--- config.mk ---
export PLATFORM = sky130hd
export DESIGN_NAME = button_click_classifier
export DESIGN_NICKNAME = d
export VERILOG_FILES = /design/src/design/bcc_pkg.sv /design/src/design/bcc_cfg_regs.sv /design/src/design/bcc_core.sv /design/src/design/bcc_out_queue.sv /design/src/design/button_click_classifier.sv
export SDC_FILE = /design/constraint.sdc
export NUM_CORES = 1
export LEC_CHECK = 0
export ABC_AREA = 1
export BUFFER_PORTS_ARGS = -buffer_cell sky130_fd_sc_hd__buf_2
export CAP_MARGIN = 30
export CORE_MARGIN = 4
export CORE_UTILIZATION = 40
export CTS_CLUSTER_DIAMETER = 100
export CTS_CLUSTER_SIZE = 28
export DETAILED_ROUTE_END_ITERATION = 10
export PLACE_DENSITY = 0.58
export SYNTH_ARGS = -nofsm -noshare
export SYNTH_HDL_FRONTEND = slang
export SYNTH_SLANG_ARGS = --single-unit
--- constraint.sdc ---
create_clock -name clk_i -period 15.95 [get_ports clk_i]
set_input_delay 0.7975 -clock clk_i [delete_from_list [all_inputs] [get_ports clk_i]]
set_output_delay 0.7975 -clock clk_i [all_outputs]
set_load 0.03 [all_outputs]
--- src/design/bcc_pkg.sv ---
// ----------------------------------------------------------------------------
// bcc_pkg
// Shared constants and types of the button click classifier.
// ----------------------------------------------------------------------------
`default_nettype none

package bcc_pkg;

  localparam int NUM_BUTTONS = 2;
  localparam int TIME_W      = 32;
  localparam int CFG_W       = 16;
  localparam int KIND_W      = 3;
  localparam int QUEUE_DEPTH = 4;
  localparam int QPTR_W      = $clog2(QUEUE_DEPTH);
  localparam int QCNT_W      = $clog2(QUEUE_DEPTH + 1);

  localparam logic [KIND_W-1:0] KIND_PRESSED  = 3'd0;
  localparam logic [KIND_W-1:0] KIND_RELEASED = 3'd1;
  localparam logic [KIND_W-1:0] KIND_CLICK    = 3'd2;
  localparam logic [KIND_W-1:0] KIND_DOUBLE   = 3'd3;
  localparam logic [KIND_W-1:0] KIND_LONG     = 3'd4;

  localparam logic [1:0] REG_DEBOUNCE = 2'd0;
  localparam logic [1:0] REG_LONG     = 2'd1;
  localparam logic [1:0] REG_DOUBLE   = 2'd2;

  localparam logic [CFG_W-1:0] DEBOUNCE_RST = 16'd20;
  localparam logic [CFG_W-1:0] LONG_RST     = 16'd1000;
  localparam logic [CFG_W-1:0] DOUBLE_RST   = 16'd300;

  typedef struct packed {
    logic [CFG_W-1:0] settle_time;
    logic [CFG_W-1:0] long_limit;
    logic [CFG_W-1:0] pair_window;
  } bcc_cfg_t;

  typedef struct packed {
    logic              button_res;
    logic [KIND_W-1:0] event_kind;
    logic [TIME_W-1:0] hold_ms;
    logic              last;
  } bcc_res_t;

  typedef struct packed {
    logic [1:0] num;
    bcc_res_t   res0;
    bcc_res_t   res1;
  } bcc_push_t;

endpackage

`default_nettype wire

--- src/design/bcc_cfg_regs.sv ---
// ----------------------------------------------------------------------------
// bcc_cfg_regs
// APB register file holding the debounce, long press and double click times.
// ----------------------------------------------------------------------------
`default_nettype none

module bcc_cfg_regs
  import bcc_pkg::*;
(
  input  wire logic        clk_i,
  input  wire logic        rst_ni,
  input  wire logic        psel,
  input  wire logic        penable,
  input  wire logic        pwrite,
  input  wire logic [3:0]  paddr,
  input  wire logic [31:0] pwdata,
  output logic      [31:0] prdata,
  output logic             pready,
  output bcc_cfg_t         cfg_o
);

  bcc_cfg_t   cfg_q;
  logic       wr_en;
  logic [1:0] idx;

  assign pready = 1'b1;
  assign idx    = paddr[3:2];
  assign wr_en  = psel && penable && pwrite;

  always_ff @(posedge clk_i or negedge rst_ni) begin
    if (!rst_ni) begin
      cfg_q.settle_time <= DEBOUNCE_RST;
      cfg_q.long_limit  <= LONG_RST;
      cfg_q.pair_window <= DOUBLE_RST;
    end else if (wr_en) begin
      unique case (idx)
        REG_DEBOUNCE: cfg_q.settle_time <= pwdata[CFG_W-1:0];
        REG_LONG:     cfg_q.long_limit  <= pwdata[CFG_W-1:0];
        REG_DOUBLE:   cfg_q.pair_window <= pwdata[CFG_W-1:0];
        default: ;
      endcase
    end
  end

  always_comb begin
    unique case (idx)
      REG_DEBOUNCE: prdata = {16'd0, cfg_q.settle_time};
      REG_LONG:     prdata = {16'd0, cfg_q.long_limit};
      REG_DOUBLE:   prdata = {16'd0, cfg_q.pair_window};
      default:      prdata = 32'd0;
    endcase
  end

  assign cfg_o = cfg_q;

endmodule

`default_nettype wire

--- src/design/bcc_core.sv ---
// ----------------------------------------------------------------------------
// bcc_core
// Input register, per-button state and the edge classification logic.
// ----------------------------------------------------------------------------
`default_nettype none

module bcc_core
  import bcc_pkg::*;
(
  input  wire logic              clk_i,
  input  wire logic              rst_ni,
  input  wire bcc_cfg_t          cfg_i,
  input  wire logic              in_valid_i,
  output logic                   in_ready_o,
  input  wire logic              in_button_i,
  input  wire logic              in_pressed_i,
  input  wire logic [TIME_W-1:0] in_time_i,
  input  wire logic              room_i,
  output bcc_push_t              push_o
);

  logic              in_v_q;
  logic              btn_q;
  logic              pr_q;
  logic [TIME_W-1:0] now_q;

  logic [NUM_BUTTONS-1:0] down_q, down_d;
  logic [NUM_BUTTONS-1:0] pend_q, pend_d;
  logic [TIME_W-1:0]      press_q [NUM_BUTTONS];
  logic [TIME_W-1:0]      rel_q   [NUM_BUTTONS];

  logic              proceed;
  logic              in_range;
  logic [TIME_W-1:0] since;
  logic [TIME_W-1:0] hold;
  logic [TIME_W-1:0] gap;
  logic              take;
  logic              press_ok;
  logic              rel_ok;
  logic [KIND_W-1:0] kind;

  assign proceed    = in_v_q && room_i;
  assign in_ready_o = !in_v_q || proceed;

  always_ff @(posedge clk_i or negedge rst_ni) begin
    if (!rst_ni) begin
      in_v_q <= 1'b0;
    end else if (in_ready_o) begin
      in_v_q <= in_valid_i;
    end
  end

  always_ff @(posedge clk_i) begin
    if (in_ready_o && in_valid_i) begin
      btn_q <= in_button_i;
      pr_q  <= in_pressed_i;
      now_q <= in_time_i;
    end
  end

  assign in_range = {31'd0, btn_q} < NUM_BUTTONS;
  assign since    = now_q - (pr_q ? rel_q[btn_q] : press_q[btn_q]);
  assign hold     = now_q - press_q[btn_q];
  assign gap      = now_q - rel_q[btn_q];
  assign take     = proceed && in_range && (since >= {16'd0, cfg_i.settle_time});
  assign press_ok = take && pr_q && !down_q[btn_q];
  assign rel_ok   = take && !pr_q && down_q[btn_q];

  always_comb begin
    down_d = down_q;
    pend_d = pend_q;
    priority if (hold >= {16'd0, cfg_i.long_limit}) begin
      kind = KIND_LONG;
    end else if (pend_q[btn_q] && (gap < {16'd0, cfg_i.pair_window})) begin
      kind = KIND_DOUBLE;
    end else begin
      kind = KIND_CLICK;
    end
    if (press_ok) begin
      down_d[btn_q] = 1'b1;
    end
    if (rel_ok) begin
      down_d[btn_q] = 1'b0;
      if (kind == KIND_DOUBLE) begin
        pend_d[btn_q] = 1'b0;
      end else if (kind == KIND_CLICK) begin
        pend_d[btn_q] = 1'b1;
      end
    end
  end

  always_ff @(posedge clk_i or negedge rst_ni) begin
    if (!rst_ni) begin
      down_q <= '0;
      pend_q <= '0;
      for (int i = 0; i < NUM_BUTTONS; i++) begin
        press_q[i] <= '0;
        rel_q[i]   <= '0;
      end
    end else begin
      down_q <= down_d;
      pend_q <= pend_d;
      if (press_ok) begin
        press_q[btn_q] <= now_q;
      end
      if (rel_ok) begin
        rel_q[btn_q] <= now_q;
      end
    end
  end

  always_comb begin
    push_o.num             = press_ok ? 2'd1 : (rel_ok ? 2'd2 : 2'd0);
    push_o.res0.button_res = btn_q;
    push_o.res0.event_kind = press_ok ? KIND_PRESSED : KIND_RELEASED;
    push_o.res0.hold_ms    = press_ok ? '0 : hold;
    push_o.res0.last       = press_ok;
    push_o.res1.button_res = btn_q;
    push_o.res1.event_kind = kind;
    push_o.res1.hold_ms    = hold;
    push_o.res1.last       = 1'b1;
  end

`ifndef SYNTHESIS
  a_no_push_without_room: assert property (@(posedge clk_i) disable iff (!rst_ni)
    (push_o.num != 2'd0) |-> room_i)
    else $error("push without queue room");
  a_press_sets_down: assert property (@(posedge clk_i) disable iff (!rst_ni)
    press_ok |=> down_q[$past(btn_q)])
    else $error("press did not set down state");
  a_release_clears_down: assert property (@(posedge clk_i) disable iff (!rst_ni)
    rel_ok |=> !down_q[$past(btn_q)])
    else $error("release did not clear down state");
`endif

endmodule

`default_nettype wire

--- src/design/bcc_out_queue.sv ---
// ----------------------------------------------------------------------------
// bcc_out_queue
// Small result queue taking up to two results a cycle, issuing one while the output is ready.
// ----------------------------------------------------------------------------
`default_nettype none

module bcc_out_queue
  import bcc_pkg::*;
(
  input  wire logic      clk_i,
  input  wire logic      rst_ni,
  input  wire bcc_push_t push_i,
  output logic           room_o,
  output logic           out_valid_o,
  input  wire logic      out_ready_i,
  output bcc_res_t       out_res_o
);

  bcc_res_t          mem_q [QUEUE_DEPTH];
  logic [QPTR_W-1:0] head_q, tail_q;
  logic [QCNT_W-1:0] cnt_q;
  logic              pop;
  logic [QPTR_W-1:0] tail_p1;

  assign out_valid_o = cnt_q != '0;
  assign pop         = out_valid_o && out_ready_i;
  assign room_o      = cnt_q <= QCNT_W'(QUEUE_DEPTH - 2);
  assign tail_p1     = tail_q + QPTR_W'(1);
  assign out_res_o   = mem_q[head_q];

  always_ff @(posedge clk_i) begin
    if (push_i.num != 2'd0) begin
      mem_q[tail_q] <= push_i.res0;
    end
    if (push_i.num == 2'd2) begin
      mem_q[tail_p1] <= push_i.res1;
    end
  end

  always_ff @(posedge clk_i or negedge rst_ni) begin
    if (!rst_ni) begin
      head_q <= '0;
      tail_q <= '0;
      cnt_q  <= '0;
    end else begin
      if (pop) begin
        head_q <= head_q + QPTR_W'(1);
      end
      tail_q <= tail_q + QPTR_W'(push_i.num);
      cnt_q  <= cnt_q + QCNT_W'(push_i.num) - QCNT_W'(pop);
    end
  end

`ifndef SYNTHESIS
  a_cnt_bound: assert property (@(posedge clk_i) disable iff (!rst_ni)
    cnt_q <= QCNT_W'(QUEUE_DEPTH))
    else $error("queue count overflow");
  a_ptr_count: assert property (@(posedge clk_i) disable iff (!rst_ni)
    (tail_q - head_q) == cnt_q[QPTR_W-1:0])
    else $error("queue pointers disagree with count");
  a_pair_order: assert property (@(posedge clk_i) disable iff (!rst_ni)
    (push_i.num == 2'd2) |-> (!push_i.res0.last && push_i.res1.last))
    else $error("release pair not marked correctly");
`endif

endmodule

`default_nettype wire

--- src/design/button_click_classifier.sv ---
// Flow: an accepted request is held in the input register, classified from there once the
// result queue has room, and its results are presented from the result queue.
// Throughput: one request per cycle while the result queue has room; a
// release yields two results over the one-result-per-cycle output, so
// a run of releases is held back until the queue drains.
// Reset: clears button state, stamps and the result queue, loads register defaults.
// ----------------------------------------------------------------------------
// button_click_classifier
// Debounces button edges and reports press, release, click, double click
// and long press events.
// ----------------------------------------------------------------------------
`default_nettype none

module button_click_classifier
  import bcc_pkg::*;
(
  input  wire logic        clk_i,
  input  wire logic        rst_ni,
  input  wire logic        psel,
  input  wire logic        penable,
  input  wire logic        pwrite,
  input  wire logic [3:0]  paddr,
  input  wire logic [31:0] pwdata,
  output logic      [31:0] prdata,
  output logic             pready,
  input  wire logic        s_axis_tvalid,
  output logic             s_axis_tready,
  input  wire logic [31:0] s_axis_tdata,   // [31:0] time_ms
  input  wire logic [1:0]  s_axis_tuser,   // [0] button, [1] pressed
  output logic             m_axis_tvalid,
  input  wire logic        m_axis_tready,
  output logic      [31:0] m_axis_tdata,   // [31:0] hold_ms
  output logic      [3:0]  m_axis_tuser,   // [0] button_res, [3:1] event_kind
  output logic             m_axis_tlast
);

  bcc_cfg_t  cfg;
  bcc_push_t push;
  bcc_res_t  res;
  logic      room;

  bcc_cfg_regs u_cfg (
    .clk_i   (clk_i),
    .rst_ni  (rst_ni),
    .psel    (psel),
    .penable (penable),
    .pwrite  (pwrite),
    .paddr   (paddr),
    .pwdata  (pwdata),
    .prdata  (prdata),
    .pready  (pready),
    .cfg_o   (cfg)
  );

  bcc_core u_core (
    .clk_i        (clk_i),
    .rst_ni       (rst_ni),
    .cfg_i        (cfg),
    .in_valid_i   (s_axis_tvalid),
    .in_ready_o   (s_axis_tready),
    .in_button_i  (s_axis_tuser[0]),
    .in_pressed_i (s_axis_tuser[1]),
    .in_time_i    (s_axis_tdata),
    .room_i       (room),
    .push_o       (push)
  );

  bcc_out_queue u_queue (
    .clk_i       (clk_i),
    .rst_ni      (rst_ni),
    .push_i      (push),
    .room_o      (room),
    .out_valid_o (m_axis_tvalid),
    .out_ready_i (m_axis_tready),
    .out_res_o   (res)
  );

  assign m_axis_tdata = res.hold_ms;
  assign m_axis_tuser = {res.event_kind, res.button_res};
  assign m_axis_tlast = res.last;

endmodule

`default_nettype wire
## Word-level counts from Yosys, hierarchy flattened

Memory sizes are Yosys's and may differ from the RTL's.
Cells that the tools add are included.

| storage, ports and cells | value |
|---|---|
| output and inout bits | 72 |
| bits in registers | 222 |
| memories | 1 |
| bits of input ports | 77 |
| RAM bits | 148 |

| operators by class | value |
|---|---|
| magnitude comparators | 8 |
| muxes and demuxes | 32 |
| add/subtract/negate cells | 8 |
| reductions and logical operators | 25 |
| bitwise operators | 6 |
| eq/ne operators | 5 |

Memory list:

| name | depth | width | rd ports | clocked after Yosys merged registers in | wr ports | RTL line | source |
|---|---|---|---|---|---|---|---|
| u_queue.mem_q | 4 | 37 | 1 | 0 | 2 | bcc_out_queue.sv:19 | `bcc_res_t mem_q [QUEUE_DEPTH];` |

Operators with widths:

| cell | count |
|---|---|
| 32-bit two-way mux | 9 |
| 64-bit bitwise mux | 2 |
| 32-bit subtractor | 3 |
| 32-bit by 16-bit greater-or-equal comparator with 1-bit output | 2 |
| 16-bit case mux with 3 select lines | 1 |
| 32-bit demux with 1-bit select | 1 |
| 32-bit by 16-bit less-than comparator with 1-bit output | 1 |
| 1-bit logical AND | 13 |
| 2-bit two-way mux | 6 |
| 1-bit two-way mux | 11 |
| 2-bit AND reduction | 4 |
| 3-bit by 2-bit equality test with 1-bit output, second input constant | 2 |
| 2-bit by 1-bit adder with 2-bit output, second input constant | 2 |
| 2-bit bitwise AND | 2 |
| 2-bit equality test, second input constant | 2 |
| 2-bit OR | 2 |
| 2-bit nonzero test | 2 |
| 3-bit by 2-bit adder with 3-bit output | 1 |
| 3-bit by 2-bit <= comparator with 1-bit output, second input constant | 1 |
| 1-bit zero test | 3 |
| 3-bit two-way mux | 1 |
| 3-bit nonzero test | 1 |
| 3-bit by 1-bit subtractor with 3-bit output | 1 |
| 2-bit adder | 1 |
| 10 further kinds | 10 |

## Logic depth before layout (Yosys ltp)

Gate-level depths: netlist of the first run.

| depth | value |
|---|---|
| depth after elaboration | 15 |
| gate-level depth with buffers | 34 |
| gate-level depth less buffers | 30 |

## By module

A second synthesis of the first run with hierarchy kept.

| second synthesis, totals | value |
|---|---|
| cells, all modules | 4064 |
| area total of the unflattened synthesis | 27400.0 um2 |

By module, submodules not included:

| module | area an instance (um2) | times used | cells each |
|---|---|---|---|
| bcc_core | 16647.2 | 1 | 2738 |
| bcc_out_queue | 8331.7 | 1 | 1024 |
| bcc_cfg_regs | 2421.1 | 1 | 302 |

## Worst setup path before layout of the first run

No wires, ideal clock.

| timing path | value |
|---|---|
| path type | reg-to-reg |
| from | register u_core.btn_q |
| to | memory u_queue.mem_q[0][10] in the netlist's numbering (enable) |
| arrival | 4.793 ns |
| cell stages (with the launch flop) | 31 |
| required time | 15.445 ns |
| library setup time | 0.505 ns |
| setup slack | 10.653 ns |
| path through | edfxtp_1 -> buf_2 -> clkbuf_1 -> clkbuf_1 -> mux2i_1 -> nand2_1 -> nand2_1 -> ha_1 -> nand2_1 -> nand2_1 -> inv_2 -> nand2_2 -> nand2_1 -> nand2_2 -> nand2_1 -> nand2_2 -> xor2_1 -> ha_1 -> a21oi_1 -> nor2_1 -> a211oi_1 -> nand3_1 -> nor2_1 -> nand3_1 -> nor2_2 -> nand2_4 -> nand4_1 -> inv_2 -> nor2_4 -> buf_6 -> nand2_1 |

RTL lines:

| item | RTL line | source |
|---|---|---|
| start, declared | bcc_core.sv:23 | `logic btn_q;` |
| start signal, assigned | bcc_core.sv:55 | `btn_q <= in_button_i;` |
| end, declared | bcc_out_queue.sv:19 |  |

==> out/results.tsv, run 1 <==
metric	value	unit
syn2layout_area_growth	7.44	%
dieWidth	255	um
cp_max_fo	106	
final_layout_size_suffix_gt1_share	6.30	%
start_kind	flip-flop	
ys_ff_latch	370	
relSlewSlack	32.2	%
setup-violations-final	0	
p_comb_share	65.5	%
final.fill_count	6357	
required	16180	ps
rows	90	
die-area	0.0652	mm2
r2r_cells	28	
async_reset_ff_share	50.8	%
crit_path_top_delay_cell	nor2_4	
postSynthAreaPerCell	7.32	um2
period_minus_slack	6430	ps
total_power	5980	uW
rsz0062_at_grt	false	
synth-xor-area-share	1.79	%
post_cts_buffers	0	
placedInstanceArea	0.0256	mm2
yosys.area_share.simple	27.4	%
dr.first_iter.drc_count	1397	
status	finished clean	
port_buffers	113	
synthFlopType	edfxtp_1	
min_path_type	primary input to async pin	
cts_tree	done	
yosysSeqAreaShare	41.5	%
synth_compound_area_share	9.78	%
via_per_inst	4.98	
muxShareOfSynthArea	1.23	%
endpoint_kind	flip-flop	
netlist_instances	3342	
synth_area_leader_cell	edfxtp_1	
drcViolationCount	0	
clock-sinks	370	
h-tree-depth	1	
grt_pass1_wl	113000	um
grt_overflow	0	
grt_max_degree	107	
worstPathArrival	6650	ps
initial_core_util	40.5	%
grt_use_total	21.5	%
clkPwrFrac	9.9	%
dp.final_hpwl	53700	um
routed_wl	71500	um
power.density	227	mW/mm2
path_clk_slew	110	ps
cap_violations	0	
finClkSkew	33.0	ps
wl_per_cell	17.0	um
seqPwrFrac	24.5	%
drv_slew	0	
rr_startpoint	u_core.btn_q$_DFFE_PP_	
gp_routability_congestion	0.947	
clock_path_buffers	3	
antenna_left	0	
synth_top_cell_area_share	21.8	%
synth_top_family_by_area	simple AND/OR/NAND/NOR gates	
synthesis.area	0.0245	mm2
netSwitchingFraction	53.3	%
p_int	2800	uW
p_sw	3180	uW
worst_pin_slew	1010	ps
fin_area	0.0263	mm2
setup_tns	0	ps
ios	149	
p_leak	0.0135	uW
max_freq	0.156	GHz
grt_pass1_vias	20100	
netlist_top_cells_area	edfxtp_1 (22%), dfrtp_1 (18%), nand2_1 (17%)	
min_period_over_period	40.3	%
crit_path_frequent_cell	nand2_1	
max_stage_delay	740	ps
core	0.0605	mm2
yosysUniqueCellTypes	47	
synth_fa_ha_area_share	7.79	%
setup.worst_path.start	u_core.btn_q$_DFFE_PP_	
antenna_cells	0	
r2r_end	u_queue.mem_q[0][29]$_DFFE_PP_	
insertion_delay	560	ps
cts-root-buf	clkbuf_16	
first_pass_iters	5	
die_h	255	um
cts_resized	0	
reg2reg_slack	9520	ps
hold_viol_final	0	
vias	20900	
yosysWarnings	0	
vdd_drop_max	0.112	mV
synth_edf_count	178	
antenna_found_initial	0	
setup.worst_path.class	flip-flop to flip-flop	
nets	3626	
cts.hold.buffers_added	0	
cts_buffers	19	
## power by group through the flow
stage               logic [uW]  clock network (uW)  registers, uW
floorplan                 2840                   0           1430
global placement          3870                   0           1480
detailed placement        3910                   0           1490
CTS                       3930                 611           1470
global route              4460                 642           1500
finish                    3920                 595           1470
## worst max-delay path, delay by kind of cell, from the launching register on
family	cells	cell delay, ps
fa+ha+maj	3	920
flops	1	390
buf+inv	5	1420
compound gates	2	320
simple gates	17	2750
xor+xnor	1	210
## layout make-up
class	count	area, um2	area share (%)
multi-input combinational	2366	11800	45.0
clock inverter	8	115	0.438
sequential	370	10100	38.6
inverter	508	1910	7.25
timing repair buffer	134	785	2.98
clock buffer	26	533	2.03
tap	782	978	3.72
## worst max-delay path by stage
stage               slack (ps)                        endpoint
detailed placement        9440  u_queue.mem_q[0][12]$_DFFE_PP_
finish                    9520  u_queue.mem_q[0][29]$_DFFE_PP_
global route              8990  u_queue.mem_q[0][29]$_DFFE_PP_
floorplan                10650  u_queue.mem_q[0][10]$_DFFE_PP_
CTS                       9370  u_queue.mem_q[0][29]$_DFFE_PP_
global placement          9430  u_queue.mem_q[0][12]$_DFFE_PP_
## cell families (layout without fill, tap and decap cells)
logic type,after synthesis,in the layout
buffers and inverters,621,676
adder cells (fa/ha/maj),150,150
flip-flops,370,370
AO/OA/AOI/OAI,448,448
AND/OR/NAND/NOR,1671,1671
other,2,17
XOR/XNOR,50,50
multiplexers,30,30
## stage by stage
step                setup WS [ps]  utilization (%)  std cells  hold slack [ps]
global route                 8990             43.5       4194              197
finish                       9520             43.5       4194              175
global placement             9430             42.3       4158              441
CTS                          9370             43.4       4192              183
floorplan                   10650                -       3357              413
detailed placement           9440             42.3       4158              450
## cell usage after synthesis, types with 3 or more instances
master    count
a211oi_1      4
a21oi_1      80
and2_1        7
and3_1        4
buf_1         5
buf_2        14
buf_4        19
buf_6        19
clkbuf_1     53
clkbuf_2      3
dfrtp_1     176
dfstp_2      12
dfxtp_1       4
edfxtp_1    178
fa_1          4
ha_1        146
inv_1       502
inv_2         6
mux2i_1      30
nand2_1    1083
nand2_2       9
nand3_1     104
nand3b_1     10
nand4_1      35
nor2_1      384
nor2_2        7
nor2_4        4
nor3_1       14
o21ai_0     219
o21ai_1      78
o21bai_1      7
o221ai_1     16
o22ai_1      37
or2_2         3
xnor2_1       5
xor2_1       45
## placed cells by master, fill, tap and decap left out, types with 12 or more instances in the layout
cell and n:
nand2_1 1081, inv_1 501, nor2_1 383, o21ai_0 219, edfxtp_1 178, dfrtp_1 175, ha_1 146, buf_2 112
nand3_1 104, a21oi_1 80, o21ai_1 78, xor2_1 45, o22ai_1 37, nand4_1 35, mux2i_1 30, clkbuf_16 20
buf_4 18, conb_1 17, o221ai_1 16, nor3_1 14, dfstp_2 12
## flip-flops by register name, summed over array words and instances (netlist names), named ones only
register	flops
u_queue.cnt_q	3
u_core.in_v_q	1
u_core.rel_q	64
u_core.now_q	32
u_core.press_q	64
u_queue.head_q	2
u_queue.tail_q	2
u_cfg.cfg_o	48
u_core.btn_q	1
u_queue.mem_q	148
u_core.pr_q	1
## per-layer routing
metal / part of all wire [%] / vias up / global-route usage (%)
li1: - / 10700 / -
met1: 46 / 9733 / 29.9
met2: 48 / 409 / 37.2
met3: 4.3 / 68 / 1.53
met4: 2.1 / 0 / 4.23
met5: 0 / - / 0
No activity file was read; power rests on OpenSTA's default activity.
==> run 2, diff against run 1 <==
==> constraint.sdc (replaced) <==
create_clock -name clk_i -period 6.1 [get_ports clk_i]
set_input_delay 0.305 -clock clk_i [delete_from_list [all_inputs] [get_ports clk_i]]
set_output_delay 0.305 -clock clk_i [all_outputs]
set_load 0.03 [all_outputs]
==> out/results.tsv, run 2 (same netlist as run 1, synthesis figures left out) <==
metric	value	unit	change
status	finished clean		unchanged
grt_use_total	21.6	%	was 21.5%
cp_max_fo	32		was 106
clock-sinks	370		unchanged
max_freq	0.182	GHz	was 0.156 GHz
dp.final_hpwl	54600	um	was 53,700 um
nets	3683		was 3,626
antenna_left	0		unchanged
via_per_inst	4.98		about the same
worstPathArrival	5800	ps	was 6650 ps
crit_path_top_delay_cell	fa_1		was nor2_4
netSwitchingFraction	53.0	%	was 53.3%
min_from	pwdata[1]		
endpoint_kind	flip-flop		unchanged
rr_startpoint	u_core.btn_q$_DFFE_PP_		unchanged
final_cell_mix	nand2_1 (1,083), inv_1 (501), nor2_1 (383), o21ai_0 (219), edfxtp_1 (178)		was nand2_1 (1,081), inv_1 (501), nor2_1 (383), o21ai_0 (219), edfxtp_1 (178)
setup-violations-final	0		unchanged
min_period_over_period	89.9	%	was 40.3%
clkPwrFrac	10.7	%	was 9.9%
seqPwrFrac	24.1	%	was 24.5%
drcViolationCount	0		unchanged
vias	21200		was 20.9k
grt_pass1_vias	20400		was 20.1k
core	0.0605	mm2	unchanged
ios	149		unchanged
cap_violations	0		unchanged
wl_per_cell	17.0	um	about the same
final_layout_size_suffix_gt1_share	6.57	%	was 6.30%
vdd_drop_max	0.288	mV	was 0.112 mV
antenna_found_initial	0		unchanged
setup.worst_path.class	flip-flop to flip-flop		unchanged
syn2layout_area_growth	10.3	%	was 7.44%
min_path_type	primary input to flip-flop		was primary input to async pin
reg_top3	u_queue.mem_q (148), u_core.press_q (64), u_core.rel_q (64)		unchanged
antenna_cells	0		unchanged
setup_tns	0	ps	unchanged
regMostFlops	u_queue.mem_q		unchanged
worst_pin_slew	1010	ps	about the same
p_comb_share	65.1	%	was 65.5%
port_buffers	113		unchanged
cts-root-buf	clkbuf_16		unchanged
finClkSkew	37.4	ps	was 33.0 ps
crit_path_frequent_cell	nand2_1		unchanged
p_sw	8420	uW	was 3180 uW
p_int	7470	uW	was 2800 uW
largest_reg_flops	148		unchanged
period_minus_slack	5490	ps	was 6430 ps
dp_slack	656	ps	was 9440 ps
cts_buffers	21		was 19
h-tree-depth	1		unchanged
grt_pass1_wl	114000	um	was 113,000 um
grt_overflow	0		unchanged
fin_ws	614	ps	was 9520 ps
required	6420	ps	was 16,180 ps
routed_wl	72400	um	was 71,500 um
placed_cells	4169		was 4,158
dieWidth	255	um	unchanged
drv_slew	0		unchanged
die-area	0.0652	mm2	unchanged
relSlewSlack	32.4	%	was 32.2%
path_clk_slew	100	ps	was 110 ps
p_leak	0.0138	uW	was 0.0135 uW
power.density	589	mW/mm2	was 227 mW/mm2
start_kind	flip-flop		unchanged
grt_max_degree	77		was 107
clock_path_buffers	3		unchanged
first_pass_iters	5		unchanged
hold_slack	35.7	ps	was 175 ps
rows	90		unchanged
layout.cells.non_filler	4253		was 4,194
cts_tree	done		unchanged
dr.first_iter.drc_count	1398		was 1,397
initial_core_util	40.5	%	unchanged
die_h	255	um	unchanged
gp_routability_congestion	0.966		was 0.947
layout_commonest_cell	nand2_1		unchanged
hold_viol_final	0		unchanged
setup.worst_path.start	u_core.btn_q$_DFFE_PP_		unchanged
insertion_delay	570	ps	was 560 ps
max_stage_delay	410	ps	was 740 ps
cts_resized	0		unchanged
rsz0062_at_grt	false		unchanged
## run 2: cell count changes in the layout (fill, tap and decap cells not counted), moves of 2 or more
| cell | before | now |
|---|---|---|
| clkinv_2 | 2 | 0 |
| clkbuf_16 | 20 | 23 |
| buf_12 | 1 | 7 |
| dlygate4sd3_1 | 0 | 45 |
| buf_4 | 18 | 22 |
| nand2_2 | 11 | 9 |
| nand2_1 | 1081 | 1083 |
## run 2: final timing paths
| check | to | slack, ps | cells after the start |
|---|---|---|---|
| worst max-delay path | u_queue.mem_q[0][30]$_DFFE_PP_ | 610 | 28 |
| worst min-delay path | u_cfg.cfg_o[17]$_DFFE_PN0P_ | 40 | 3 |
| worst max register to register | u_queue.mem_q[0][30]$_DFFE_PP_ | 610 | 28 |
| worst min register to register | u_queue.mem_q[2][0]$_SDFFE_PP1P_ | 470 | 2 |
| max in group asynchronous | u_queue.head_q[0]$_DFFE_PN0P_ | 4650 | 3 |
| min in group asynchronous | u_core.press_q[39]$_DFFE_PN0P_ | 260 | 2 |
## run 2: per-stage QoR
step / instance area, um2 / total power, uW / util, %
floorplan: 24500 / 11200 / -
global placement: 25700 / 14100 / 42.6
detailed placement: 25800 / 14200 / 42.6
CTS: 27000 / 15900 / 44.6
global route: 27000 / 17500 / 44.6
finish: 27000 / 15900 / 44.6
## run 2: metal layers
layer	share of wire (%)	global-route usage, %	vias to the layer above
met1	46	29.7	9877
met4	2.4	4.73	0
met5	0	0	-
met2	47	37.4	454
li1	-	-	10800
met3	4.7	2.00	74
## run 2: cell type report
class                   count  area [um2]
clock buffers              27         591
repair buffers            189        1370
multi-input cells        2366       11800
inverters                 508        1910
flip-flops and latches    370       10100
well taps                 782         978
fillers                  6234       33500
clock inverters            11         174
## run 2: timing repair
item	CTS	global route
endpoints found under the hold margin	107	0
hold buffers	45	0
setup buffers	0	0
setup endpoints to repair	0	0
## run 2: critical path, delay by kind of cell, from the launching register on
family	cells	cell delay, ps
compound gates	2	320
xor+xnor	1	200
fa+ha+maj	3	920
buf+inv	5	1330
flops	1	400
simple gates	17	2030
## run 2: power groups by stage
| stage | logic, uW | registers [uW] | clock network [uW] |
|---|---|---|---|
| 5_1_grt | 11700 | 3910 | 1840 |
| 6_report | 10400 | 3840 | 1710 |
| 3_5_place_dp | 10300 | 3880 | 0 |
| 3_3_place_gp | 10200 | 3870 | 0 |
| 2_1_floorplan | 7440 | 3730 | 0 |
| 4_1_cts | 10400 | 3830 | 1760 |
==> run 3, diff against run 2 <==
--- a/config.mk
+++ b/config.mk
@@ -5,7 +5,6 @@
 export SDC_FILE = /design/constraint.sdc
 export NUM_CORES = 1
 export LEC_CHECK = 0
-export ABC_AREA = 1
 export BUFFER_PORTS_ARGS = -buffer_cell sky130_fd_sc_hd__buf_2
 export CAP_MARGIN = 30
 export CORE_MARGIN = 4
@@ -13,7 +12,7 @@
 export CTS_CLUSTER_DIAMETER = 100
 export CTS_CLUSTER_SIZE = 28
 export DETAILED_ROUTE_END_ITERATION = 10
-export PLACE_DENSITY = 0.58
+export PLACE_DENSITY = 0.59
 export SYNTH_ARGS = -nofsm -noshare
 export SYNTH_HDL_FRONTEND = slang
 export SYNTH_SLANG_ARGS = --single-unit
==> out/results.tsv, run 3 <==
metric	value	unit	change
status	finished clean		unchanged
postSynthAreaPerCell	10.9	um2	was 7.32 um2
cts_buffers	19		was 21
cts_tree	done		unchanged
final_util	47.3	%	was 44.6%
h-tree-depth	1		unchanged
yosysUniqueCellTypes	92		was 47
synth_edf_count	178		unchanged
async_reset_ff_share	50.8	%	unchanged
endpoint_kind	flip-flop		unchanged
yosysMostFrequentCell	nor2_1		was nand2_1
rows	87		was 90
worst_pin_slew	863	ps	was 1010 ps
antenna_cells	0		unchanged
antenna_left	0		unchanged
regMostFlops	u_queue.mem_q		unchanged
syn2layout_area_growth	17.2	%	was 10.3%
die-area	0.0608	mm2	was 0.0652 mm2
initial_core_util	40.4	%	was 40.5%
insertion_delay	570	ps	about the same
placed_cells	2958		was 4,169
setup-violations-final	0		unchanged
routed_wl	63900	um	was 72,400 um
dieWidth	247	um	was 255 um
layout.cells.non_filler	3070		was 4,253
cp_max_fo	5		was 32
grt_overflow	0		unchanged
grt_max_degree	117		was 77
yosysSeqAreaShare	44.6	%	was 41.5%
synthFlopType	edfxtp_1		unchanged
netlist_instances	2081		was 3,342
setup.worst_path.class	flip-flop to flip-flop		unchanged
ys_top_cells_by_count	nor2_1 (201), edfxtp_1 (178), dfrtp_1 (176), ha_1 (146), nand2_1 (135)		was nand2_1 (1,083), inv_1 (502), nor2_1 (384), o21ai_0 (219), edfxtp_1 (178)
layout_commonest_cell	nor2_1		was nand2_1
vias	16800		was 21.2k
min_path_type	primary input to flip-flop		unchanged
nets	2528		was 3,683
relSlewSlack	42.4	%	was 32.4%
final_cell_mix	nor2_1 (197), edfxtp_1 (178), dfrtp_1 (175), ha_1 (143), nand2_1 (134)		was nand2_1 (1,083), inv_1 (501), nor2_1 (383), o21ai_0 (219), edfxtp_1 (178)
antenna_found_initial	1		was 0
grt_pass1_vias	16800		was 20.4k
clock-sinks	370		unchanged
hold_slack	40.6	ps	was 35.7 ps
period_minus_slack	5990	ps	was 5490 ps
cts-root-buf	clkbuf_16		unchanged
setup_tns	0	ps	unchanged
drv_slew	0		unchanged
final_layout_size_suffix_gt1_share	22.9	%	was 6.57%
netlist_top_cells_area	edfxtp_1 (23%), dfrtp_1 (19%), ha_1 (8.0%)		was edfxtp_1 (22%), dfrtp_1 (18%), nand2_1 (17%)
path_clk_slew	110	ps	was 100 ps
reg_top3	u_queue.mem_q (148), u_core.press_q (64), u_core.rel_q (64)		unchanged
rsz0062_at_grt	true		was false
ios	149		unchanged
first_pass_iters	5		unchanged
clock_path_buffers	3		unchanged
finClkSkew	25.8	ps	was 37.4 ps
vdd_drop_max	0.241	mV	was 0.288 mV
cap_violations	0		unchanged
wl_per_cell	20.8	um	was 17.0 um
via_per_inst	5.48		was 4.98
worstPathArrival	6450	ps	was 5800 ps
p_leak	0.0112	uW	was 0.0138 uW
dp.final_hpwl	47000	um	was 54,600 um
port_buffers	113		unchanged
synth_top_cell_area_share	23.5	%	was 21.8%
grt_pass1_wl	97900	um	was 114,000 um
yosysWarnings	0		unchanged
synth_area_leader_cell	edfxtp_1		unchanged
total_power	16500	uW	was 15,900 uW
drcViolationCount	0		unchanged
hold_viol_final	0		unchanged
power.density	619	mW/mm2	was 589 mW/mm2
largest_reg_flops	148		unchanged
dr.first_iter.drc_count	939		was 1,398
die_h	247	um	was 255 um
core	0.0564	mm2	was 0.0605 mm2
min_period_over_period	98.2	%	was 89.9%
start_kind	flip-flop		unchanged
required	6560	ps	was 6420 ps
gp_routability_congestion	0.950		was 0.966
max_freq	0.167	GHz	was 0.182 GHz
ys_ff_latch	370		unchanged
grt_use_total	20.5	%	was 21.6%
synthesis.area	0.0228	mm2	was 0.0245 mm2
run 3: cell types whose count changed after synthesis, sizes merged, moves of 17 or more:
cell and change:
nand2 -959, inv -412, nor2 -195, mux2 +182, o21ai -173, nand3 -78, mux2i +53, a21o +46
xnor2 +45, mux4 +37, o22ai -32, a21oi +28, nor3 +17
run 3: cell type report:
type | instances | area, um2
clock buffers | 27 | 548
flip-flops and latches | 370 | 10100
inverters | 97 | 364
well taps | 756 | 946
repair buffers | 301 | 2540
clock inverters | 7 | 87.6
fillers | 5301 | 29700
multi-input cells | 1512 | 12000
run 3: final timing paths:
kind / endpoint / slack (ps) / startpoint / depth (start not counted)
setup reg to reg: u_core.rel_q[31]$_DFFE_PN0P_ / 110 / u_core.btn_q$_DFFE_PP_ / 25
setup / recovery: u_core.rel_q[31]$_DFFE_PN0P_ / 110 / u_core.btn_q$_DFFE_PP_ / 25
max in group asynchronous: u_cfg.cfg_o[23]$_DFFE_PN1P_ / 5050 / rst_ni / 4
hold / removal: u_cfg.cfg_o[9]$_DFFE_PN0P_ / 40 / pwdata[9] / 3
min in group asynchronous: u_core.rel_q[35]$_DFFE_PN0P_ / 190 / rst_ni / 2
hold reg to reg: u_queue.mem_q[3][0]$_SDFFE_PP1P_ / 480 / u_queue.mem_q[3][0]$_SDFFE_PP1P_ / 1
run 3: power by group:
group	switching, uW	internal [uW]	total, uW
Clock	892	668	1560
Sequential	502	3460	3960
Combinational	6420	4580	11000
run 3: logic make-up after synthesis:
| family | Yosys count | synth area share, % |
|---|---|---|
| AO/OA/AOI/OAI | 425 | 12.1 |
| XOR/XNOR | 84 | 3.30 |
| multiplexers | 302 | 16.3 |
| AND/OR/NAND/NOR | 534 | 11.1 |
| other | 2 | 0.0330 |
| buffers and inverters | 214 | 4.21 |
| adder cells (fa/ha/maj) | 150 | 8.38 |
| flip-flops | 370 | 44.6 |
run 3: layer usage:
| layer | global-route usage (%) | wire length [um] | part of all wire, % | up-vias |
|---|---|---|---|---|
| li1 | - | - | - | 8004 |
| met1 | 29.8 | 29900 | 47 | 8386 |
| met2 | 33.4 | 29700 | 46 | 353 |
| met3 | 1.92 | 2850 | 4.5 | 71 |
| met4 | 4.39 | 1470 | 2.3 | 0 |
| met5 | 0 | 0 | 0 | - |
run 3: per-stage QoR:
stage          area [um2]  setup slack [ps]
2_1_floorplan       22800              -117
3_3_place_gp        24900             -28.4
3_5_place_dp        24900              -113
4_1_cts             26300             -12.6
5_1_grt             26700             -96.6
6_report            26700               109
run 3: critical path, cell delays in order (launching register included):
cell and delay (ps):
edfxtp_1 480, buf_6 170, mux2_4 300, mux2_4 290
ha_4 170, fa_2 350, and2b_2 260, o2111ai_4 170
a21o_1 220, o21ba_4 230, o21bai_1 160, xor2_1 210
ha_1 280, a21oi_2 120, nor2b_1 60, or4_1 390
a211o_1 240, nor4_2 180, o2111a_2 290, nand4_4 150
o211ai_4 260, buf_6 130, or2_4 180, buf_6 150
clkbuf_16 150, mux2_2 320
run 3: what timing repair did:
item                                    in CTS  in global routing
hold endpoints to repair                   185                  0
endpoints found under the setup margin     102                423
hold buffers                                51                  0
setup buffers                               10                 11
gates resized for setup                     23                 51
cloned                                       2                  4
pin swaps                                    7                 19
